`src/rtl/fpp_pkg.sv`:
```
// shared constants, types and the crc16 byte step for the framed packet parser
// no dependencies
package fpp_pkg;

    localparam int MAX_PAYLOAD = 64;
    localparam int ADDR_W      = $clog2(MAX_PAYLOAD);
    localparam int LEN_W       = $clog2(MAX_PAYLOAD + 1);
    localparam int CFG_IDX_W   = 2;

    localparam logic [CFG_IDX_W-1:0] CFG_START_FIRST  = 2'd0;
    localparam logic [CFG_IDX_W-1:0] CFG_START_SECOND = 2'd1;
    localparam logic [CFG_IDX_W-1:0] CFG_VERSION      = 2'd2;

    localparam logic [15:0] CRC_INIT = 16'hFFFF;
    localparam logic [15:0] CRC_POLY = 16'h1021;

    typedef struct packed {
        logic             start;
        logic [7:0]       frame_type;
        logic [7:0]       frame_flags;
        logic [7:0]       frame_seq;
        logic [LEN_W-1:0] payload_len;
    } frame_done_t;

    function automatic logic [15:0] crc16_step(input logic [15:0] crc, input logic [7:0] b);
        logic [15:0] c;
        c = crc ^ {b, 8'h00};
        for (int k = 0; k < 8; k++)
        begin
            if (c[15])
                c = {c[14:0], 1'b0} ^ CRC_POLY;
            else
                c = {c[14:0], 1'b0};
        end
        return c;
    endfunction

endpackage

```
`src/rtl/fpp_ram.sv`:
```
// generic single write port, single read port ram with registered read
// no dependencies
module fpp_ram #(
    parameter int WIDTH = 8,
    parameter int DEPTH = 64
) (
    input  logic                     clk,
    input  logic                     wr_en,
    input  logic [$clog2(DEPTH)-1:0] wr_addr,
    input  logic [WIDTH-1:0]         wr_data,
    input  logic                     rd_en,
    input  logic [$clog2(DEPTH)-1:0] rd_addr,
    output logic [WIDTH-1:0]         rd_data
);

    logic [WIDTH-1:0] mem [DEPTH];

    always_ff @(posedge clk)
    begin
        if (wr_en)
            mem[wr_addr] <= wr_data;
        if (rd_en)
            rd_data <= mem[rd_addr];
    end

endmodule

```
`src/rtl/fpp_parser.sv`:
```
// byte parser: start byte hunt, header capture, crc check, payload writes to the store
// depends on fpp_pkg
module fpp_parser (
    input  logic                          clk,
    input  logic                          rst_n,
    input  logic                          cfg_we,
    input  logic [fpp_pkg::CFG_IDX_W-1:0] cfg_index,
    input  logic [7:0]                    cfg_data,
    input  logic                          in_accept,
    input  logic [7:0]                    rx_byte,
    output logic                          wr_en,
    output logic [fpp_pkg::ADDR_W-1:0]    wr_addr,
    output logic [7:0]                    wr_data,
    output fpp_pkg::frame_done_t          done
);
    import fpp_pkg::*;

    typedef enum logic [3:0] {
        PH_SOF0, PH_SOF1, PH_VER, PH_TYPE, PH_FLAGS, PH_SEQ,
        PH_LEN_L, PH_LEN_H, PH_PAYLOAD, PH_CRC_L, PH_CRC_H
    } phase_t;

    phase_t           phase_reg;
    logic [7:0]       start_first_reg;
    logic [7:0]       start_second_reg;
    logic [7:0]       version_reg;
    logic [7:0]       type_reg;
    logic [7:0]       flags_reg;
    logic [7:0]       seq_reg;
    logic [7:0]       len_lo_reg;
    logic [LEN_W-1:0] len_reg;
    logic [LEN_W-1:0] fill_reg;
    logic [15:0]      crc_reg;
    logic [7:0]       crc_lo_reg;

    logic [15:0]      crc_next;
    logic [15:0]      full_len;
    logic [LEN_W-1:0] fill_next;
    logic             crc_match;
    phase_t           resync_phase;

    assign crc_next     = crc16_step(crc_reg, rx_byte);
    assign full_len     = {rx_byte, len_lo_reg};
    assign fill_next    = fill_reg + LEN_W'(1);
    assign crc_match    = ({rx_byte, crc_lo_reg} == crc_reg);
    assign resync_phase = (rx_byte == start_first_reg) ? PH_SOF1 : PH_SOF0;

    assign wr_en   = in_accept && (phase_reg == PH_PAYLOAD);
    assign wr_addr = fill_reg[ADDR_W-1:0];
    assign wr_data = rx_byte;

    assign done.start        = in_accept && (phase_reg == PH_CRC_H) && crc_match;
    assign done.frame_type   = type_reg;
    assign done.frame_flags  = flags_reg;
    assign done.frame_seq    = seq_reg;
    assign done.payload_len  = len_reg;

    always_ff @(posedge clk or negedge rst_n)
    begin
        if (!rst_n)
        begin
            start_first_reg  <= 8'hAA;
            start_second_reg <= 8'h55;
            version_reg      <= 8'h01;
        end
        else if (cfg_we)
        begin
            case (cfg_index)
                CFG_START_FIRST:  start_first_reg  <= cfg_data;
                CFG_START_SECOND: start_second_reg <= cfg_data;
                CFG_VERSION:      version_reg      <= cfg_data;
                default:          ;
            endcase
        end
    end

    always_ff @(posedge clk or negedge rst_n)
    begin
        if (!rst_n)
        begin
            phase_reg  <= PH_SOF0;
            type_reg   <= '0;
            flags_reg  <= '0;
            seq_reg    <= '0;
            len_lo_reg <= '0;
            len_reg    <= '0;
            fill_reg   <= '0;
            crc_reg    <= CRC_INIT;
            crc_lo_reg <= '0;
        end
        else if (in_accept)
        begin
            case (phase_reg)
                PH_SOF0:
                begin
                    if (rx_byte == start_first_reg)
                        phase_reg <= PH_SOF1;
                end
                PH_SOF1:
                begin
                    if (rx_byte == start_second_reg)
                    begin
                        phase_reg <= PH_VER;
                        crc_reg   <= CRC_INIT;
                    end
                    else if (rx_byte != start_first_reg)
                        phase_reg <= PH_SOF0;
                end
                PH_VER:
                begin
                    if (rx_byte != version_reg)
                        phase_reg <= resync_phase;
                    else
                    begin
                        crc_reg   <= crc_next;
                        phase_reg <= PH_TYPE;
                    end
                end
                PH_TYPE:
                begin
                    type_reg  <= rx_byte;
                    crc_reg   <= crc_next;
                    phase_reg <= PH_FLAGS;
                end
                PH_FLAGS:
                begin
                    flags_reg <= rx_byte;
                    crc_reg   <= crc_next;
                    phase_reg <= PH_SEQ;
                end
                PH_SEQ:
                begin
                    seq_reg   <= rx_byte;
                    crc_reg   <= crc_next;
                    phase_reg <= PH_LEN_L;
                end
                PH_LEN_L:
                begin
                    len_lo_reg <= rx_byte;
                    crc_reg    <= crc_next;
                    phase_reg  <= PH_LEN_H;
                end
                PH_LEN_H:
                begin
                    if (full_len > 16'(MAX_PAYLOAD))
                    begin
                        // oversize length, drop the frame
                        phase_reg  <= resync_phase;
                        type_reg   <= '0;
                        flags_reg  <= '0;
                        seq_reg    <= '0;
                        len_lo_reg <= '0;
                        crc_reg    <= CRC_INIT;
                    end
                    else
                    begin
                        len_reg   <= full_len[LEN_W-1:0];
                        fill_reg  <= '0;
                        crc_reg   <= crc_next;
                        phase_reg <= (full_len == 16'd0) ? PH_CRC_L : PH_PAYLOAD;
                    end
                end
                PH_PAYLOAD:
                begin
                    fill_reg <= fill_next;
                    crc_reg  <= crc_next;
                    if (fill_next >= len_reg)
                        phase_reg <= PH_CRC_L;
                end
                PH_CRC_L:
                begin
                    crc_lo_reg <= rx_byte;
                    phase_reg  <= PH_CRC_H;
                end
                PH_CRC_H:
                begin
                    phase_reg  <= crc_match ? PH_SOF0 : resync_phase;
                    type_reg   <= '0;
                    flags_reg  <= '0;
                    seq_reg    <= '0;
                    len_lo_reg <= '0;
                    len_reg    <= '0;
                    fill_reg   <= '0;
                    crc_reg    <= CRC_INIT;
                    crc_lo_reg <= '0;
                end
                default:
                begin
                    phase_reg  <= PH_SOF0;
                    type_reg   <= '0;
                    flags_reg  <= '0;
                    seq_reg    <= '0;
                    len_lo_reg <= '0;
                    len_reg    <= '0;
                    fill_reg   <= '0;
                    crc_reg    <= CRC_INIT;
                    crc_lo_reg <= '0;
                end
            endcase
        end
    end

endmodule

```
`src/rtl/fpp_emitter.sv`:
```
// result sequencer: reads the payload store one entry at a time into the output register
// depends on fpp_pkg
module fpp_emitter (
    input  logic                       clk,
    input  logic                       rst_n,
    input  fpp_pkg::frame_done_t       done,
    output logic                       busy,
    output logic                       rd_en,
    output logic [fpp_pkg::ADDR_W-1:0] rd_addr,
    input  logic [7:0]                 rd_data,
    output logic                       out_valid,
    input  logic                       out_ready,
    output logic [7:0]                 frame_type,
    output logic [7:0]                 frame_flags,
    output logic [7:0]                 frame_seq,
    output logic [6:0]                 payload_len,
    output logic                       has_payload_byte,
    output logic [7:0]                 payload_byte,
    output logic [5:0]                 byte_index,
    output logic                       last_of_frame
);
    import fpp_pkg::*;

    typedef enum logic [1:0] {E_IDLE, E_READ, E_LOAD} emit_state_t;

    emit_state_t      state_reg;
    logic [ADDR_W-1:0] idx_reg;
    logic [7:0]       type_reg;
    logic [7:0]       flags_reg;
    logic [7:0]       seq_reg;
    logic [LEN_W-1:0] len_reg;
    logic             out_valid_reg;

    logic             out_free;
    logic             is_last;
    logic             load_out;

    assign out_free = !out_valid_reg || out_ready;
    assign is_last  = ({1'b0, idx_reg} + LEN_W'(1)) == len_reg;
    assign busy     = (state_reg != E_IDLE);
    assign rd_en    = (state_reg == E_READ) && out_free && (len_reg != '0);
    assign rd_addr  = idx_reg;
    assign out_valid = out_valid_reg;
    assign load_out = (state_reg == E_LOAD) ||
                      ((state_reg == E_READ) && out_free && (len_reg == '0));

    always_ff @(posedge clk or negedge rst_n)
    begin
        if (!rst_n)
        begin
            state_reg        <= E_IDLE;
            idx_reg          <= '0;
            type_reg         <= '0;
            flags_reg        <= '0;
            seq_reg          <= '0;
            len_reg          <= '0;
            out_valid_reg    <= 1'b0;
            frame_type       <= '0;
            frame_flags      <= '0;
            frame_seq        <= '0;
            payload_len      <= '0;
            has_payload_byte <= 1'b0;
            payload_byte     <= '0;
            byte_index       <= '0;
            last_of_frame    <= 1'b0;
        end
        else
        begin
            if (load_out)
                out_valid_reg <= 1'b1;
            else if (out_valid_reg && out_ready)
                out_valid_reg <= 1'b0;
            case (state_reg)
                E_IDLE:
                begin
                    if (done.start)
                    begin
                        type_reg  <= done.frame_type;
                        flags_reg <= done.frame_flags;
                        seq_reg   <= done.frame_seq;
                        len_reg   <= done.payload_len;
                        idx_reg   <= '0;
                        state_reg <= E_READ;
                    end
                end
                E_READ:
                begin
                    if (out_free)
                    begin
                        if (len_reg == '0)
                        begin
                            // empty frame, header only
                            frame_type       <= type_reg;
                            frame_flags      <= flags_reg;
                            frame_seq        <= seq_reg;
                            payload_len      <= 7'(len_reg);
                            has_payload_byte <= 1'b0;
                            payload_byte     <= '0;
                            byte_index       <= '0;
                            last_of_frame    <= 1'b1;
                            state_reg        <= E_IDLE;
                        end
                        else
                            state_reg <= E_LOAD;
                    end
                end
                E_LOAD:
                begin
                    frame_type       <= type_reg;
                    frame_flags      <= flags_reg;
                    frame_seq        <= seq_reg;
                    payload_len      <= 7'(len_reg);
                    has_payload_byte <= 1'b1;
                    payload_byte     <= rd_data;
                    byte_index       <= 6'(idx_reg);
                    last_of_frame    <= is_last;
                    if (is_last)
                        state_reg <= E_IDLE;
                    else
                    begin
                        idx_reg   <= idx_reg + ADDR_W'(1);
                        state_reg <= E_READ;
                    end
                end
                default:
                    state_reg <= E_IDLE;
            endcase
        end
    end

endmodule

```
`src/rtl/framed_packet_parser_crc16.sv`:
```
// top level of the start-of-frame packet parser with crc16 check
// depends on fpp_pkg, fpp_ram, fpp_parser, fpp_emitter
//
// usage:
// - input channel in_valid / in_ready carries one received byte (rx_byte) per transfer
// - output channel out_valid / out_ready carries one result per payload byte of a frame
//   whose crc16 (ccitt-false) matches, or a single header-only result for an empty frame
// - config port cfg_we / cfg_index / cfg_data writes start bytes and expected version,
//   taken in the cycle cfg_we is high; the user must write only while the block is idle, the block does not enforce it
// - each header or payload byte is taken on its transfer; in_ready stays high while parsing
// - after the crc high byte of a good frame, in_ready drops while the payload store is read
//   back, each entry through a read state and then a load state into the output register,
//   so input stays held off until the whole frame has been emitted
// - the first result is loaded through the read and load states, an empty frame's from the read state
// - once the last result sits in the output register, in_ready rises again
// - a stalled receiver holds the output register and with it the readback sequence
// - reset returns the parser to start byte hunt and loads default register values
//   (0xaa, 0x55, 0x01); the payload store needs no clearing
module framed_packet_parser_crc16 (
    input  logic                          clk,
    input  logic                          rst_n,
    input  logic                          cfg_we,
    input  logic [fpp_pkg::CFG_IDX_W-1:0] cfg_index,
    input  logic [7:0]                    cfg_data,
    input  logic                          in_valid,
    output logic                          in_ready,
    input  logic [7:0]                    rx_byte,
    output logic                          out_valid,
    input  logic                          out_ready,
    output logic [7:0]                    frame_type,
    output logic [7:0]                    frame_flags,
    output logic [7:0]                    frame_seq,
    output logic [6:0]                    payload_len,
    output logic                          has_payload_byte,
    output logic [7:0]                    payload_byte,
    output logic [5:0]                    byte_index,
    output logic                          last_of_frame
);
    import fpp_pkg::*;

    frame_done_t       done;
    logic              busy;
    logic              in_accept;
    logic              wr_en;
    logic [ADDR_W-1:0] wr_addr;
    logic [7:0]        wr_data;
    logic              rd_en;
    logic [ADDR_W-1:0] rd_addr;
    logic [7:0]        rd_data;

    // input held off during store readback, so reads and writes never meet
    assign in_ready  = !busy;
    assign in_accept = in_valid && in_ready;

    fpp_parser u_parser (
        .clk       (clk),
        .rst_n     (rst_n),
        .cfg_we    (cfg_we),
        .cfg_index (cfg_index),
        .cfg_data  (cfg_data),
        .in_accept (in_accept),
        .rx_byte   (rx_byte),
        .wr_en     (wr_en),
        .wr_addr   (wr_addr),
        .wr_data   (wr_data),
        .done      (done)
    );

    fpp_ram #(
        .WIDTH (8),
        .DEPTH (MAX_PAYLOAD)
    ) u_store (
        .clk     (clk),
        .wr_en   (wr_en),
        .wr_addr (wr_addr),
        .wr_data (wr_data),
        .rd_en   (rd_en),
        .rd_addr (rd_addr),
        .rd_data (rd_data)
    );

    fpp_emitter u_emitter (
        .clk              (clk),
        .rst_n            (rst_n),
        .done             (done),
        .busy             (busy),
        .rd_en            (rd_en),
        .rd_addr          (rd_addr),
        .rd_data          (rd_data),
        .out_valid        (out_valid),
        .out_ready        (out_ready),
        .frame_type       (frame_type),
        .frame_flags      (frame_flags),
        .frame_seq        (frame_seq),
        .payload_len      (payload_len),
        .has_payload_byte (has_payload_byte),
        .payload_byte     (payload_byte),
        .byte_index       (byte_index),
        .last_of_frame    (last_of_frame)
    );

endmodule
```
`config.mk`:
```
export PLATFORM = sky130hd
export DESIGN_NAME = framed_packet_parser_crc16
export DESIGN_NICKNAME = d
export VERILOG_FILES = /design/src/rtl/fpp_pkg.sv /design/src/rtl/fpp_ram.sv /design/src/rtl/fpp_parser.sv /design/src/rtl/fpp_emitter.sv /design/src/rtl/framed_packet_parser_crc16.sv
export SDC_FILE = /design/constraint.sdc
export NUM_CORES = 1
export LEC_CHECK = 0
export ABC_AREA = 1
export BUFFER_PORTS_ARGS = -buffer_cell sky130_fd_sc_hd__buf_2
export CORE_MARGIN = 3
export CORE_UTILIZATION = 35
export CTS_CLUSTER_DIAMETER = 40
export DETAILED_ROUTE_END_ITERATION = 10
export SETUP_SLACK_MARGIN = 0.15
export SKIP_CTS_REPAIR_TIMING = 1
export SLEW_MARGIN = 10
export SYNTH_ARGS = -nofsm -noshare
export SYNTH_HDL_FRONTEND = slang
export SYNTH_SLANG_ARGS = --single-unit
```
`constraint.sdc`:
```
create_clock -name clk -period 1.85 [get_ports clk]
set_input_delay 0.0925 -clock clk [delete_from_list [all_inputs] [get_ports clk]]
set_output_delay 0.0925 -clock clk [all_outputs]
set_load 0.01 [all_outputs]
```
# --- After elaboration in Yosys (flattened, before gate mapping) ---
# Memories as Yosys holds them, arrays and structs flattened. A register that Yosys moved wholly into a read port is not among the register bits.
# Cells that the tools add are included.
word_totals:
  inputBits: 23
  wordCells: 196
  n_memories: 1
  regBits: 185
  mem_bits_rw: 512
op_classes:
  bitwise_logic: 17
  reduce_logical: 47
  n_lt_le_gt_ge: 2
  muxes: 68
  add_sub_neg: 3
  n_eq_ne: 31
mem_list:
  columns: ["name", "depth", "word_bits", "rd", "rd_ports_with_merged_regs", "wr", "line", "text"]
  rows:
  - ["u_store.mem", 64, 8, 1, 1, 1, "fpp_ram.sv:16", "logic [WIDTH-1:0] mem [DEPTH];"]
ops:
  columns: ["op", "n"]
  rows:
  - ["two-way mux 13 bit", 8]
  - ["one-hot mux 8 bit (3 select lines)", 4]
  - ["one-hot mux 16 bit (5 select lines)", 1]
  - ["one-hot mux 8 bit (2 select lines)", 5]
  - ["two-way mux 8 bit", 9]
  - ["two-way mux 16 bit", 3]
  - ["one-hot mux 4 bit (11 select lines)", 1]
  - ["OR reduction 8 bit", 5]
  - ["two-way mux 4 bit", 7]
  - ["two-way mux 7 bit", 4]
  - ["one-hot mux 7 bit (2 select lines)", 2]
  - ["two-way mux 6 bit", 4]
  - ["NOT 3 bit", 8]
  - ["one-hot mux 6 bit (2 select lines)", 2]
  - ["AND reduction 3 bit", 8]
  - ["one-hot mux 7 bit (3 select lines)", 1]
  - ["OR reduction 9 bit", 2]
  - ["== test 16 bit", 1]
  - ["== test 4 x 3 -> 1 bit (second input constant)", 4]
  - ["== test 8 bit", 2]
  - ["> comparator 16 x 7 -> 1 bit (second input constant)", 1]
  - ["zero test 16 bit", 1]
  - ["inequality test 8 bit", 2]
  - ["bitwise XOR 16 bit", 1]
  - ["other kinds (30)", 82]

# --- Depth between registers and ports, before layout ---
logic_depth:
  word_depth: 19
  ltp_mapped: 14
  mapped_depth_nobuf: 14

# --- By module ---
# Synthesis repeated with hierarchy kept, for this count alone.
hier_totals:
  cells_unflattened: 2928
  hier_area_um2: 30765.8
modules_own_cells:
  columns: ["mod", "area_each_um2", "seq_area_each_um2", "cells_per_inst", "instances"]
  rows:
  - ["fpp_ram", 21384.3, 15615.0, 1819, 1]
  - ["fpp_parser", 5631.7, 2483.6, 697, 1]
  - ["fpp_emitter", 3736.1, 2177.1, 409, 1]
  - ["framed_packet_parser_crc16", 13.8, 0.0, 3, 1]

# --- Least setup slack after synthesis ---
# No wires, ideal clock.
synth_timing:
  path_type: "register to register"
  startpoint: "register u_parser.fill_reg[4]"
  endpoint: "register u_parser.phase_reg[0]"
  setup_ns: 0.116
  slack_ns: -0.222
  arrival_ns: 1.956
  path_buffers: 1
  stages_incl_launch_ff: 13
  period_less_slack_ns: 2.072
  cell_sequence: "dfrtp_1 > clkbuf_1 > nand3_1 > nor2_1 > xor2_1 > ha_1 > a21oi_1 > o21a_1 > nand4_1 > nand2_1 > nor2_1 > nand2_1 > nand2_1"
synth_via:
  elab_chain_cells: 4
synth_lines:
  columns: ["element", "line", "text"]
  rows:
  - ["start, declared", "fpp_parser.sv:32", "logic [LEN_W-1:0] fill_reg;"]
  - ["start signal, assigned", "fpp_parser.sv:165", "fill_reg <= fill_next;"]
  - ["adder 7 x 1 -> 7 bit", "fpp_parser.sv:44", "assign fill_next = fill_reg + LEN_W'(1);"]
  - ["greater-or-equal comparator 7 bit", "fpp_parser.sv:167", "if (fill_next >= len_reg)"]
  - ["inequality test 2 bit (no source line)", null, null]
  - ["AND reduction 4 bit (no source line)", null, null]
  - ["end signal, assigned", "fpp_parser.sv:148", "phase_reg <= resync_phase;"]
  - ["end signal, assigned", "fpp_parser.sv:160", "phase_reg <= (full_len == 16'd0) ? PH_CRC_L : PH_PAYLOAD;"]
  - ["end signal, assigned", "fpp_parser.sv:177", "phase_reg <= crc_match ? PH_SOF0 : resync_phase;"]
  - ["end, declared", "fpp_parser.sv:23", "phase_t phase_reg;"]
# Every way passes these cells.
# A chain may end at the register's enable or synchronous reset.

# --- Worst setup path after layout ---
layout_timing:
  startpoint: "register u_parser.fill_reg[0]"
  endpoint: "register u_parser.phase_reg[2]"
# Same word-level chain as after synthesis.

==> results by group <==
Floorplanning
  – I/O pin cnt: 72
  – Starting Density: 0.356
  – Chip height: 299 µm
  – Row count: 106
  – Die Width: 299 µm
  – Core Area: ~84000 µm²
  – DIE AREA: about 90000 µm²

Yosys
  – Synth Net Count: about 2900
  – Post-synthesis instance area: 30000 µm²
  – Post-Syn Instances: about 2800
  – Cell accounting for the most synthesized area: edfxtp_1
  – Sequential fraction of the synthesis area: 0.675
  – Unique cell type count in the Yosys netlist: 45
  – Top-area cell type share of the netlist area: 0.520
  – Asr flop ratio synth: 0.262
  – Ranking of synthesized cells by area: edfxtp_1 (52%), dfrtp_1 (13%), nand2_1 (9.5%)
  – Post-Syn Area per Cell: 10.6 µm²
  – Synthesized flop and latch total: 705
  – Synth warn: 0
  – EDFF count, synth: 520
  – Predominant post-synthesis flop cell: edfxtp_1

Critical path
  – Crit path required time: 2.36 ns
  – Arr. time, crit path: roughly 2.7 ns
  – R2r setup slk: -0.34 ns
  – Setup CP Type: reg2reg
  – CP endpoint kind: register
  – Worst r2r dst: u_parser.phase_reg[2]
  – Crit start category: register
  – R2r startpoint: u_parser.fill_reg[0]
  – Worst Path Max Fanout: 4
  – Worst Reg-to-Reg Cells: 14

Job
  – Max-cap violations: 0

Finish
  – Diodes inserted: 0
  – Area grow syn2layout: 30.3%
  – Max reg flops: 512
  – Final core area utilization: 0.464
  – Nets: 3227
  – Layout cells sized above 1: 0.258

CTS
  – H-tree depth: 3
  – Max clock buf depth: 3
  – Clock-pin slew on the worst setup and hold paths: 0.05 ns
  – CTS tree: yes
  – TritonCTS Buffers: 99
  – Worst skew pair latency: roughly 0.65 ns
  – Clk root buf: clkbuf_16
  – Clk sink count: 705

Detailed routing
  – TritonRoute pass-1 iters: 7
  – Via Count: 22004
  – Routed Antenna Nets: 0
  – Iteration-0 DRC Markers: about 2200
  – DR WL/cell: 19.5 µm
  – Total Wirelength: 86.2 mm
  – Number of vias per cell: between 4 and 5
  – Remaining DRCs: 0

Placed design
  – PortBufs: 71
  – Gp weighted congestion: a little under 0.9
  – DP Wirelength: 52.9 mm

STA
  – RSZ-0062 raised after global routing: yes
  – Min Tclk post-route: 2.19 ns
  – F_max: 457 MHz
  – Worst-margin pin slew: 0.793 ns
  – Setup ws final: -0.340 ns
  – Rel. slew slack: 0.471
  – Clock skew: 0.0298 ns
  – Final hold viol count: 0
  – # setup viols final: 480
  – Period utilization: 1.18
  – Pins Over Slew Limit: 0

Global routing
  – Largest net degree at the start of global routing: 69
  – Vias in the first global route: 21088
  – Initial antenna violation count: 1
  – First-pass GRT wire length: 125 mm
  – GRT Total Usage: 0.179
  – GRT Residual Overflow: 0

Hold path
  – Hold Path Cell Cnt: 4
  – Hold path start: rx_byte[5]
  – Worst Hold Path EP: u_parser.flags_reg[5]
  – HP Class: in2reg

Power and ir drop
  – VDD IR max: about 0.00065 V
  – Total power: approximately 42 mW
  – Leak Pwr: approximately 16 nW
  – Pwr dens: between 1000 and 1500 nW/µm²

Status
  – Status: finished, violations left
  – Failing checks: negative setup slack
==> area by class of cell <==
cell class                 instances  area, µm²
timing repair buffer             414       4200
clock buffer                     118       2670
multi-input combinational       1814       9110
sequential                       705      20300
clock inverter                    67        792
tap                             1134       1420
inverter                         161        626
fill                            7654      45300
==> cell usage after synthesis (all sizes together) (2+ instances only) <==
library cell  instances
nand2               771
edfxtp              520
nand3               332
o21ai               282
nor2                240
dfrtp               160
inv                 158
buf                 105
a21oi                70
o22ai                49
clkbuf               47
dfstp                25
xnor2                22
xor2                 12
ha                    9
nor3                  8
nand4                 7
clkinv                3
nor4                  3
and2                  2
o211ai                2
o21a                  2
or2                   2
==> power breakdown <==
group / internal (mW) / switching (mW)
logic: 1.76 / 2.78
clock network: 12.3 / 7.15
registers: 17.7 / 0.323
==> worst max path at each step <==
stage | startpoint | endpoint | slack, ns | cells after the start
6_report | u_parser.fill_reg[0] | u_parser.phase_reg[2] | -0.34 | 14
5_1_grt | u_parser.fill_reg[0] | u_parser.phase_reg[2] | -0.47 | 13
4_1_cts | u_emitter.rd_addr[0] | u_store.rd_data[2] | -0.36 | 10
3_5_place_dp | u_emitter.rd_addr[0] | u_store.rd_data[2] | -0.33 | 10
3_3_place_gp | u_emitter.rd_addr[0] | u_store.rd_data[2] | -0.31 | 10
2_1_floorplan | u_parser.phase_reg[2] | u_store.mem[11][0] | -0.15 | 6
==> per-stage QoR <==
stage	hold slack (ns)	TNS, ns	cells	setup slack, ns	area (µm²)
final	0.00347	-24.35	4413	-0.340	39100
after global placement	0.0698	-61.76	4168	-0.314	33800
after floorplan	-0.203	-67.51	2832	-0.146	30000
after detailed placement	0.0753	-64.16	4168	-0.334	33800
after global routing	0.00786	-85.02	4413	-0.468	39100
after CTS	-0.622	-75.30	4353	-0.362	37200
==> layout by cell type, fill, tap and decap left out, types with 8 or more instances in the layout <==
cell / n
a21oi_1: 47
a21oi_2: 21
buf_12: 50
buf_2: 64
buf_4: 222
buf_6: 30
bufinv_16: 14
clkbuf_1: 10
clkbuf_16: 121
clkinv_1: 11
clkinv_2: 18
clkinv_4: 8
dfrtp_1: 157
dfstp_2: 25
dlygate4sd3_1: 17
edfxtp_1: 520
inv_1: 139
inv_2: 18
nand2_1: 700
nand2_2: 66
nand3_1: 281
nand3_2: 50
nor2_1: 208
nor2_2: 21
nor2_4: 10
o21ai_0: 143
o21ai_1: 101
o21ai_2: 36
o22ai_1: 44
xnor2_1: 22
xor2_1: 10
==> cells by family (layout without fill, tap and decap cells) <==
family	count (synthesis)	count (layout)	synth area share
flip-flops	705	705	0.675
AND/OR/NAND/NOR	1366	1366	0.192
XOR/XNOR	34	34	0.00992
buffers and inverters	313	760	0.0466
AO/OA/AOI/OAI	405	405	0.0722
adder cells (fa/ha/maj)	9	9	0.00375
==> worst max-delay path, cell delays in order, from the launching register on <==
cell and delay, ns:
dfrtp_1 0.36, buf_4 0.13, inv_1 0.05, nor2_2 0.14, nand3_1 0.13, xor2_2 0.19
ha_1 0.30, nand2_1 0.09, inv_1 0.05, nand4_1 0.08, nand4_1 0.20, nand2_2 0.16
nor2_4 0.06, nand2_1 0.05, nand2_1 0.05
==> metal layers <==
metal	up-vias	track usage	share of wire
li1	10470	-	-
met1	10739	0.243	0.43
met2	654	0.298	0.49
met3	141	0.0266	0.058
met4	0	0.0508	0.027
met5	-	0	0
(Power assumes the default switching activity.)
